File: config.mk
export PLATFORM = sky130hd
export DESIGN_NAME = daily_alarm_table_scheduler_top
export DESIGN_NICKNAME = d
export VERILOG_FILES = /design/src/rtl/dats_pkg.sv /design/src/rtl/daily_alarm_table_scheduler_top.sv /design/src/rtl/dats_ram.sv
export SDC_FILE = /design/constraint.sdc
export NUM_CORES = 1
export LEC_CHECK = 0
export BUFFER_PORTS_ARGS = -buffer_cell sky130_fd_sc_hd__buf_4
export CAP_MARGIN = 20
export CORE_MARGIN = 5
export CORE_UTILIZATION = 60
export CTS_CLUSTER_SIZE = 12
export DETAILED_ROUTE_END_ITERATION = 8
export HOLD_SLACK_MARGIN = 0.02
export PLACE_DENSITY = 0.79
export SYNTH_ARGS = -nofsm -noshare
export SYNTH_HDL_FRONTEND = slang
export SYNTH_SLANG_ARGS = --single-unit
File: constraint.sdc
create_clock -name i_clk -period 11.9 [get_ports i_clk]
set_input_delay 2.38 -clock i_clk [delete_from_list [all_inputs] [get_ports i_clk]]
set_output_delay 2.38 -clock i_clk [all_outputs]
set_load 0.1 [all_outputs]
File: src/rtl/dats_pkg.sv
`timescale 1ns / 1ps

package dats_pkg;

    localparam int ADDR_W  = 4;
    localparam int TIME_W  = 11;
    localparam int DELTA_W = 13;

    localparam logic [9:0]  MAX_GRAMS    = 10'd500;
    localparam logic [4:0]  LAST_HOUR    = 5'd23;
    localparam logic [5:0]  LAST_MINUTE  = 6'd59;
    localparam logic [6:0]  MIN_PER_HOUR = 7'd60;
    localparam logic signed [DELTA_W-1:0] DAY_MINUTES = 13'sd1440;

    localparam logic [1:0] REG_MEAL_COUNT  = 2'd0;
    localparam logic [1:0] REG_WINDOW      = 2'd1;
    localparam logic [1:0] REG_MAX_SECONDS = 2'd2;

    localparam logic [3:0]  MEAL_COUNT_RST  = 4'd0;
    localparam logic [10:0] WINDOW_RST      = 11'd15;
    localparam logic [15:0] MAX_SECONDS_RST = 16'd60;

    typedef enum logic [1:0] {
        KIND_WRITE = 2'd0,
        KIND_DUE   = 2'd1,
        KIND_NEXT  = 2'd2,
        KIND_MARK  = 2'd3
    } t_kind;

    typedef enum logic [2:0] {
        ST_OK           = 3'd0,
        ST_BAD_TIME     = 3'd1,
        ST_NO_AMOUNT    = 3'd2,
        ST_GRAMS_HIGH   = 3'd3,
        ST_SECONDS_HIGH = 3'd4,
        ST_BAD_INDEX    = 3'd5
    } t_status;

    typedef struct packed {
        t_kind       kind;
        logic [3:0]  entry_index;
        logic [4:0]  hour;
        logic [5:0]  minute;
        logic [9:0]  grams;
        logic [15:0] seconds;
        logic [4:0]  day_of_month;
    } t_req;

    typedef struct packed {
        t_status     status;
        logic        found;
        logic [2:0]  meal_index;
        logic [4:0]  meal_hour;
        logic [5:0]  meal_minute;
        logic [8:0]  meal_grams;
        logic [15:0] meal_seconds;
    } t_rsp;

    typedef struct packed {
        logic [4:0]  hour;
        logic [5:0]  minute;
        logic [8:0]  grams;
        logic [15:0] seconds;
    } t_entry;

    function automatic logic [TIME_W-1:0] minutes_of(input logic [4:0] hour,
                                                     input logic [5:0] minute);
        return TIME_W'(hour) * TIME_W'(MIN_PER_HOUR) + TIME_W'(minute);
    endfunction

endpackage

File: src/rtl/daily_alarm_table_scheduler_top.sv
`timescale 1ns / 1ps
// Writes and marks pass through the execute and done states; the response is registered in done.
// Queries also scan the n active entries between execute and done, n being the active entry count.
// One request is in flight at a time: the request stall holds from acceptance until the
// response has been registered and the block is back in idle.
// The scan reads one table entry per cycle from the table memory, whose read data is registered.
// Reset is synchronous and active low; table entries read as zero until written.

module daily_alarm_table_scheduler_top #(
    parameter int MAX_MEALS = 8
) (
    input  logic                        i_clk,
    input  logic                        i_rst_n,
    input  logic                        i_req_valid,
    output logic                        o_req_stall,
    input  dats_pkg::t_req              i_req,
    output logic                        o_rsp_valid,
    input  logic                        i_rsp_stall,
    output dats_pkg::t_rsp              o_rsp,
    input  logic                        psel,
    input  logic                        penable,
    input  logic                        pwrite,
    input  logic [dats_pkg::ADDR_W-1:0] paddr,
    input  logic [31:0]                 pwdata,
    output logic [31:0]                 prdata,
    output logic                        pready
);

    import dats_pkg::*;

    localparam int IDX_W = (MAX_MEALS > 1) ? $clog2(MAX_MEALS) : 1;
    localparam int CNT_W = $clog2(MAX_MEALS + 1);

    typedef enum logic [1:0] {
        S_IDLE,
        S_EXEC,
        S_SCAN,
        S_DONE
    } t_state;

    t_state                     r_state;
    t_req                       r_req;
    t_rsp                       r_res;
    t_rsp                       r_rsp;
    logic                       r_rsp_valid;
    logic [TIME_W-1:0]          r_now;
    logic [CNT_W-1:0]           r_addr;
    logic [IDX_W-1:0]           r_pidx;
    logic                       r_pend;
    logic                       r_found;
    logic signed [DELTA_W-1:0]  r_best;
    logic [MAX_MEALS-1:0]       r_vld;
    logic [MAX_MEALS-1:0]       r_mask;
    logic [4:0]                 r_mask_day;
    logic [3:0]                 r_meal_count;
    logic [10:0]                r_window;
    logic [15:0]                r_max_seconds;

    logic                       req_take;
    logic [3:0]                 active_n;
    logic                       issue;
    logic                       idx_ok;
    t_status                    wr_status;
    logic                       ram_we;
    logic [IDX_W-1:0]           req_idx;
    logic [35:0]                rd_data;
    t_entry                     wr_entry;
    t_entry                     rd_entry;
    logic [TIME_W-1:0]          at;
    logic                       due_hit;
    logic signed [DELTA_W-1:0]  delta;
    logic                       next_hit;
    logic                       take_hit;
    logic [MAX_MEALS-1:0]       mark_bit;
    logic                       cfg_wr;

    assign pready      = 1'b1;
    assign cfg_wr      = psel && penable && pwrite;
    assign o_req_stall = (r_state != S_IDLE);
    assign req_take    = i_req_valid && !o_req_stall;
    assign o_rsp_valid = r_rsp_valid;
    assign o_rsp       = r_rsp;

    always_ff @(posedge i_clk) begin
        if (!i_rst_n) begin
            r_meal_count  <= MEAL_COUNT_RST;
            r_window      <= WINDOW_RST;
            r_max_seconds <= MAX_SECONDS_RST;
        end else if (cfg_wr) begin
            unique case (paddr[3:2])
                REG_MEAL_COUNT:  r_meal_count  <= pwdata[3:0];
                REG_WINDOW:      r_window      <= pwdata[10:0];
                REG_MAX_SECONDS: r_max_seconds <= pwdata[15:0];
                default: ;
            endcase
        end
    end

    always_comb begin
        unique case (paddr[3:2])
            REG_MEAL_COUNT:  prdata = 32'(r_meal_count);
            REG_WINDOW:      prdata = 32'(r_window);
            REG_MAX_SECONDS: prdata = 32'(r_max_seconds);
            default:         prdata = '0;
        endcase
    end

    always_comb begin
        active_n = (r_meal_count > 4'(MAX_MEALS)) ? 4'(MAX_MEALS) : r_meal_count;
        issue    = (4'(r_addr) < active_n);
        idx_ok   = (r_req.entry_index < 4'(MAX_MEALS));
        req_idx  = r_req.entry_index[IDX_W-1:0];

        if (!idx_ok) begin
            wr_status = ST_BAD_INDEX;
        end else if (r_req.hour > LAST_HOUR || r_req.minute > LAST_MINUTE) begin
            wr_status = ST_BAD_TIME;
        end else if (r_req.grams == '0 && r_req.seconds == '0) begin
            wr_status = ST_NO_AMOUNT;
        end else if (r_req.grams > MAX_GRAMS) begin
            wr_status = ST_GRAMS_HIGH;
        end else if (r_req.seconds > r_max_seconds) begin
            wr_status = ST_SECONDS_HIGH;
        end else begin
            wr_status = ST_OK;
        end

        ram_we   = (r_state == S_EXEC) && (r_req.kind == KIND_WRITE) && (wr_status == ST_OK);
        wr_entry = '{hour: r_req.hour, minute: r_req.minute,
                     grams: r_req.grams[8:0], seconds: r_req.seconds};

        mark_bit          = '0;
        mark_bit[req_idx] = 1'b1;

        rd_entry = r_vld[r_pidx] ? t_entry'(rd_data) : '0;
        at       = minutes_of(rd_entry.hour, rd_entry.minute);
        due_hit  = !r_found && !r_mask[r_pidx] && (r_now >= at) && ((r_now - at) <= r_window);
        delta    = $signed({2'b00, at}) - $signed({2'b00, r_now});
        if (delta <= 0) begin
            delta = delta + DAY_MINUTES;
        end
        next_hit = !r_found || (delta < r_best);
        take_hit = r_pend && (((r_req.kind == KIND_DUE) && due_hit) ||
                              ((r_req.kind == KIND_NEXT) && next_hit));
    end

    dats_ram #(
        .WIDTH($bits(t_entry)),
        .DEPTH(MAX_MEALS)
    ) u_table (
        .i_clk   (i_clk),
        .i_we    (ram_we),
        .i_waddr (req_idx),
        .i_wdata (wr_entry),
        .i_raddr (r_addr[IDX_W-1:0]),
        .o_rdata (rd_data)
    );

    always_ff @(posedge i_clk) begin
        if (!i_rst_n) begin
            r_state     <= S_IDLE;
            r_rsp_valid <= 1'b0;
            r_vld       <= '0;
            r_mask      <= '0;
            r_mask_day  <= '0;
            r_pend      <= 1'b0;
            r_found     <= 1'b0;
        end else begin
            if (r_rsp_valid && !i_rsp_stall && r_state != S_DONE) begin
                r_rsp_valid <= 1'b0;
            end

            unique case (r_state)
                S_IDLE: begin
                    if (req_take) begin
                        r_req   <= i_req;
                        r_now   <= minutes_of(i_req.hour, i_req.minute);
                        r_res   <= '0;
                        r_addr  <= '0;
                        r_pend  <= 1'b0;
                        r_found <= 1'b0;
                        r_state <= S_EXEC;
                    end
                end
                S_EXEC: begin
                    unique case (r_req.kind)
                        KIND_WRITE: begin
                            r_res.status <= wr_status;
                            if (wr_status == ST_OK) begin
                                r_vld[req_idx] <= 1'b1;
                                r_mask         <= '0;
                                r_mask_day     <= '0;
                            end
                            r_state <= S_DONE;
                        end
                        KIND_MARK: begin
                            if (!idx_ok) begin
                                r_res.status <= ST_BAD_INDEX;
                            end else if (r_req.day_of_month != r_mask_day) begin
                                r_mask_day <= r_req.day_of_month;
                                r_mask     <= mark_bit;
                            end else begin
                                r_mask <= r_mask | mark_bit;
                            end
                            r_state <= S_DONE;
                        end
                        KIND_DUE: begin
                            if (active_n != '0 && r_req.day_of_month != r_mask_day) begin
                                r_mask_day <= r_req.day_of_month;
                                r_mask     <= '0;
                            end
                            r_state <= S_SCAN;
                        end
                        KIND_NEXT: begin
                            r_state <= S_SCAN;
                        end
                        default: r_state <= S_DONE;
                    endcase
                end
                S_SCAN: begin
                    if (take_hit) begin
                        r_found            <= 1'b1;
                        r_best             <= delta;
                        r_res.found        <= 1'b1;
                        r_res.meal_index   <= 3'(r_pidx);
                        r_res.meal_hour    <= rd_entry.hour;
                        r_res.meal_minute  <= rd_entry.minute;
                        r_res.meal_grams   <= rd_entry.grams;
                        r_res.meal_seconds <= rd_entry.seconds;
                    end
                    r_pend <= issue;
                    r_pidx <= r_addr[IDX_W-1:0];
                    if (issue) begin
                        r_addr <= r_addr + 1'b1;
                    end else begin
                        r_state <= S_DONE;
                    end
                end
                S_DONE: begin
                    if (!r_rsp_valid || !i_rsp_stall) begin
                        r_rsp       <= r_res;
                        r_rsp_valid <= 1'b1;
                        r_state     <= S_IDLE;
                    end
                end
                default: r_state <= S_IDLE;
            endcase
        end
    end

endmodule

File: src/rtl/dats_ram.sv
`timescale 1ns / 1ps

module dats_ram #(
    parameter int WIDTH = 36,
    parameter int DEPTH = 8
) (
    input  logic                                   i_clk,
    input  logic                                   i_we,
    input  logic [((DEPTH > 1) ? $clog2(DEPTH) : 1)-1:0] i_waddr,
    input  logic [WIDTH-1:0]                       i_wdata,
    input  logic [((DEPTH > 1) ? $clog2(DEPTH) : 1)-1:0] i_raddr,
    output logic [WIDTH-1:0]                       o_rdata
);

    logic [WIDTH-1:0] r_mem [DEPTH];

    always_ff @(posedge i_clk) begin
        if (i_we) begin
            r_mem[i_waddr] <= i_wdata;
        end
        o_rdata <= r_mem[i_raddr];
    end

endmodule

==> impl_metrics.json <==
{
  "status": "finished, final reports clean",
  "cts_root_buffer": "clkbuf_16",
  "hold_violations": 0,
  "ys_async_sr_fraction_pct": 0,
  "cts_hold_buf": 0,
  "cts.repair.resized": 0,
  "min_period_ps": 8940,
  "cpPeakStageDelay_ps": 670,
  "synth-main-ff-cell": "edfxtp_1",
  "synth_cell_types": 69,
  "setup.worst_path.start": "r_pidx[0]",
  "dr.pass1.iters": 6,
  "critical-path-slowest-cell": "a21boi_1",
  "insertion_delay_ps": 600,
  "setup_tns_ps": 0,
  "dieWidth_um": 208,
  "maxCapViolCount": 0,
  "syn_avg_cell_area_um2": 15.5,
  "cts_buffers": 54,
  "die_y_um": 208,
  "synthAdderAreaFrac_pct": 7.17,
  "nNetsFinal": 1882,
  "place.gp.congestion": 0.863,
  "cellPowerDensity_mw_per_mm2": 186,
  "htree_levels": 2,
  "synth_xor_area_share_pct": 1.79,
  "cp.arrival_ps": 9250,
  "track_usage_pct": 23.1,
  "post_cts_buffers": 0,
  "via_per_inst": 5.89,
  "fin_skew_ps": 20.3,
  "cts_sinks": 544,
  "synth_top_family_by_area": "multiplexers",
  "row_count": 72,
  "drc": 0,
  "tightest_slew_ps": 1130,
  "ir_drop_uv": 147,
  "netlist_area_mm2": 0.0235,
  "post-route-period-util_pct": 75.1,
  "yosys.area_share.simple_pct": 6.54,
  "overflow": 0,
  "grt_pass1_vias": 13500,
  "synth_edf_count": 451,
  "cp.required_ps": 12210,
  "fillers": 2546,
  "dp_hpwl_mm": 30.5,
  "dr.first_iter.drc_count": 1072,
  "crit_fanout": 47,
  "postRouteWirelength_mm": 50.1,
  "synth_compound_area_share_pct": 5.78,
  "detail-route-antenna-nets": 0,
  "syn_inst": 1513,
  "drive_gt1_share_pct": 21.3,
  "slew-limit-headroom_pct": 24.9,
  "grt_max_degree": 76,
  "wl_per_cell_um": 22.5,
  "max_freq_mhz": 112,
  "num_io_pins": 169,
  "port_buffers": 133,
  "crit_type": "reg -> reg",
  "dp_slack_ps": 2980,
  "ys_seq_elements": 544,
  "crit-reg2reg-launch": "r_pidx[0]",
  "cp-start-kind": "register",
  "min_path_cells": 0,
  "clk_pin_slew_worst_paths_ps": 60,
  "ys_seq_area_share_pct": 65.5,
  "leakage_nw": 9.94,
  "dr_total_vias": 13100,
  "area_growth_pct": 13.6,
  "dieArea_mm2": 0.0432,
  "grt_pass1_wl_mm": 77.5,
  "muxShareOfSynthArea_pct": 9.80,
  "cp-end-kind": "register",
  "start_util_pct": 60.7,
  "worstHoldStart": "r_res[9]",
  "antenna_found_initial": 0,
  "cts_tree": "done",
  "finalSetupViolCount": 0,
  "r2r_cells": 32,
  "clock_path_buffers": 3,
  "hp-class": "reg -> reg",
  "rsz0062_at_grt": "no",
  "slew_viol_final": 0,
  "setup_slack_ps": 2960,
  "yosysWarnings": 0,
  "design.core.area_mm2": 0.0387
}
==> cells in the mapped netlist, types with 10 or more instances <==
cell type | instances | area, um^2
edfxtp_1 | 451 | 13500
inv_1 | 115 | 432
ha_1 | 106 | 1330
nand2_1 | 94 | 353
dfxtp_1 | 93 | 1860
mux4_2 | 76 | 1710
and3_1 | 44 | 275
a21oi_1 | 39 | 195
clkbuf_1 | 39 | 146
mux2_2 | 37 | 417
nor2_1 | 34 | 128
xnor2_1 | 27 | 236
o21ai_0 | 22 | 110
xor2_1 | 21 | 184
a21boi_0 | 20 | 150
a21o_1 | 20 | 150
buf_4 | 19 | 143
and2_1 | 18 | 113
fa_1 | 18 | 360
nor2b_1 | 18 | 113
nand3_1 | 17 | 85.1
mux2i_1 | 16 | 160
o21a_1 | 15 | 113
nand4_1 | 13 | 81.3
buf_2 | 10 | 50.1
nand2b_1 | 10 | 62.6
==> critical path: cells and delay by family (launching register included) <==
kind	cells	cell delay [ps]
buf+inv	5	850
compound gates	8	2080
fa+ha+maj	6	2600
mux	2	520
flops	1	510
xor+xnor	2	490
simple gates	9	1610
==> layer usage <==
| layer | vias to the layer above | GRT usage, % | share of wire (%) |
|---|---|---|---|
| met5 | - | 0 | 0 |
| met4 | 0 | 5.75 | 2.4 |
| met3 | 72 | 4.79 | 7.2 |
| met2 | 492 | 39.0 | 50 |
| met1 | 6578 | 31.2 | 41 |
| li1 | 5984 | - | - |
==> layout by cell type, fill, tap and decap left out, drive strengths merged, types with 4 or more instances in the layout <==
cell type  count
o2111ai        4
a211oi         8
nor2b         18
and4           6
buf          155
nand3         17
nor3           9
mux2i         16
clkbuf        89
dfxtp         93
xor2          21
xnor2         27
fa            18
o32ai          8
and3          44
and2          18
nor3b          5
nand4         13
inv          119
o21ai         22
o21a          15
o31ai          6
a21oi         41
mux4          76
nor2          34
mux2          38
ha           106
o211ai         9
a21boi        20
nand2         94
nand2b        10
a22o           7
nor4           8
a21o          20
o21bai         8
edfxtp       451
clkinv         7
conb          17
==> flip-flops by register name (all words and copies together), names as in the netlist, 9 cells and up <==
name             cells
o_rsp               43
r_best              13
r_max_seconds       16
r_now                9
r_req               48
r_res               43
r_window            11
u_table.o_rdata     36
u_table.r_mem      288
==> where the power goes <==
part | internal [mW] | leakage [nW] | switching [mW] | total, mW
Sequential | 2.29 | 4.86 | 0.110 | 2.40
Combinational | 0.391 | 4.30 | 0.597 | 0.988
Clock | 0.885 | 0.783 | 0.684 | 1.57
Total | 3.57 | 9.94 | 1.39 | 4.96
==> cells by family after synthesis <==
kind of cell / count (synthesis)
flops: 544
compound gates: 186
simple gates: 292
xor+xnor: 48
buf+inv: 187
other cells: 2
mux: 130
fa+ha+maj: 124
==> area by class of cell <==
class / count / area [um^2] / area share (%)
antenna: 1 / 2.50 / 0.00937
clock buffer: 89 / 1540 / 5.78
clock inverter: 11 / 73.8 / 0.276
inverter: 115 / 432 / 1.62
multi-input combinational: 797 / 7430 / 27.8
sequential: 544 / 15400 / 57.7
tap: 518 / 648 / 2.43
timing repair buffer: 155 / 1170 / 4.38
==> worst paths after layout <==
| check | slack, ps | to |
|---|---|---|
| worst min-delay path | 420 | o_rsp[9] |
| worst min register to register | 420 | o_rsp[9] |
| worst max-delay path | 2960 | r_best[9] |
| worst max register to register | 2960 | r_best[9] |
==> stage by stage <==
step	hold WS, ps	cell area, um^2	util [%]	instances	total power [mW]
finish	415	26700	69.0	2230	4.96
global route	420	26700	68.9	2229	5.17
floorplan	400	23600	-	1528	3.14
CTS	415	26700	68.9	2227	4.99
detailed placement	405	25100	64.7	2127	3.42
global placement	401	25100	64.7	2126	3.39
Power figures use the tool's default switching activity.
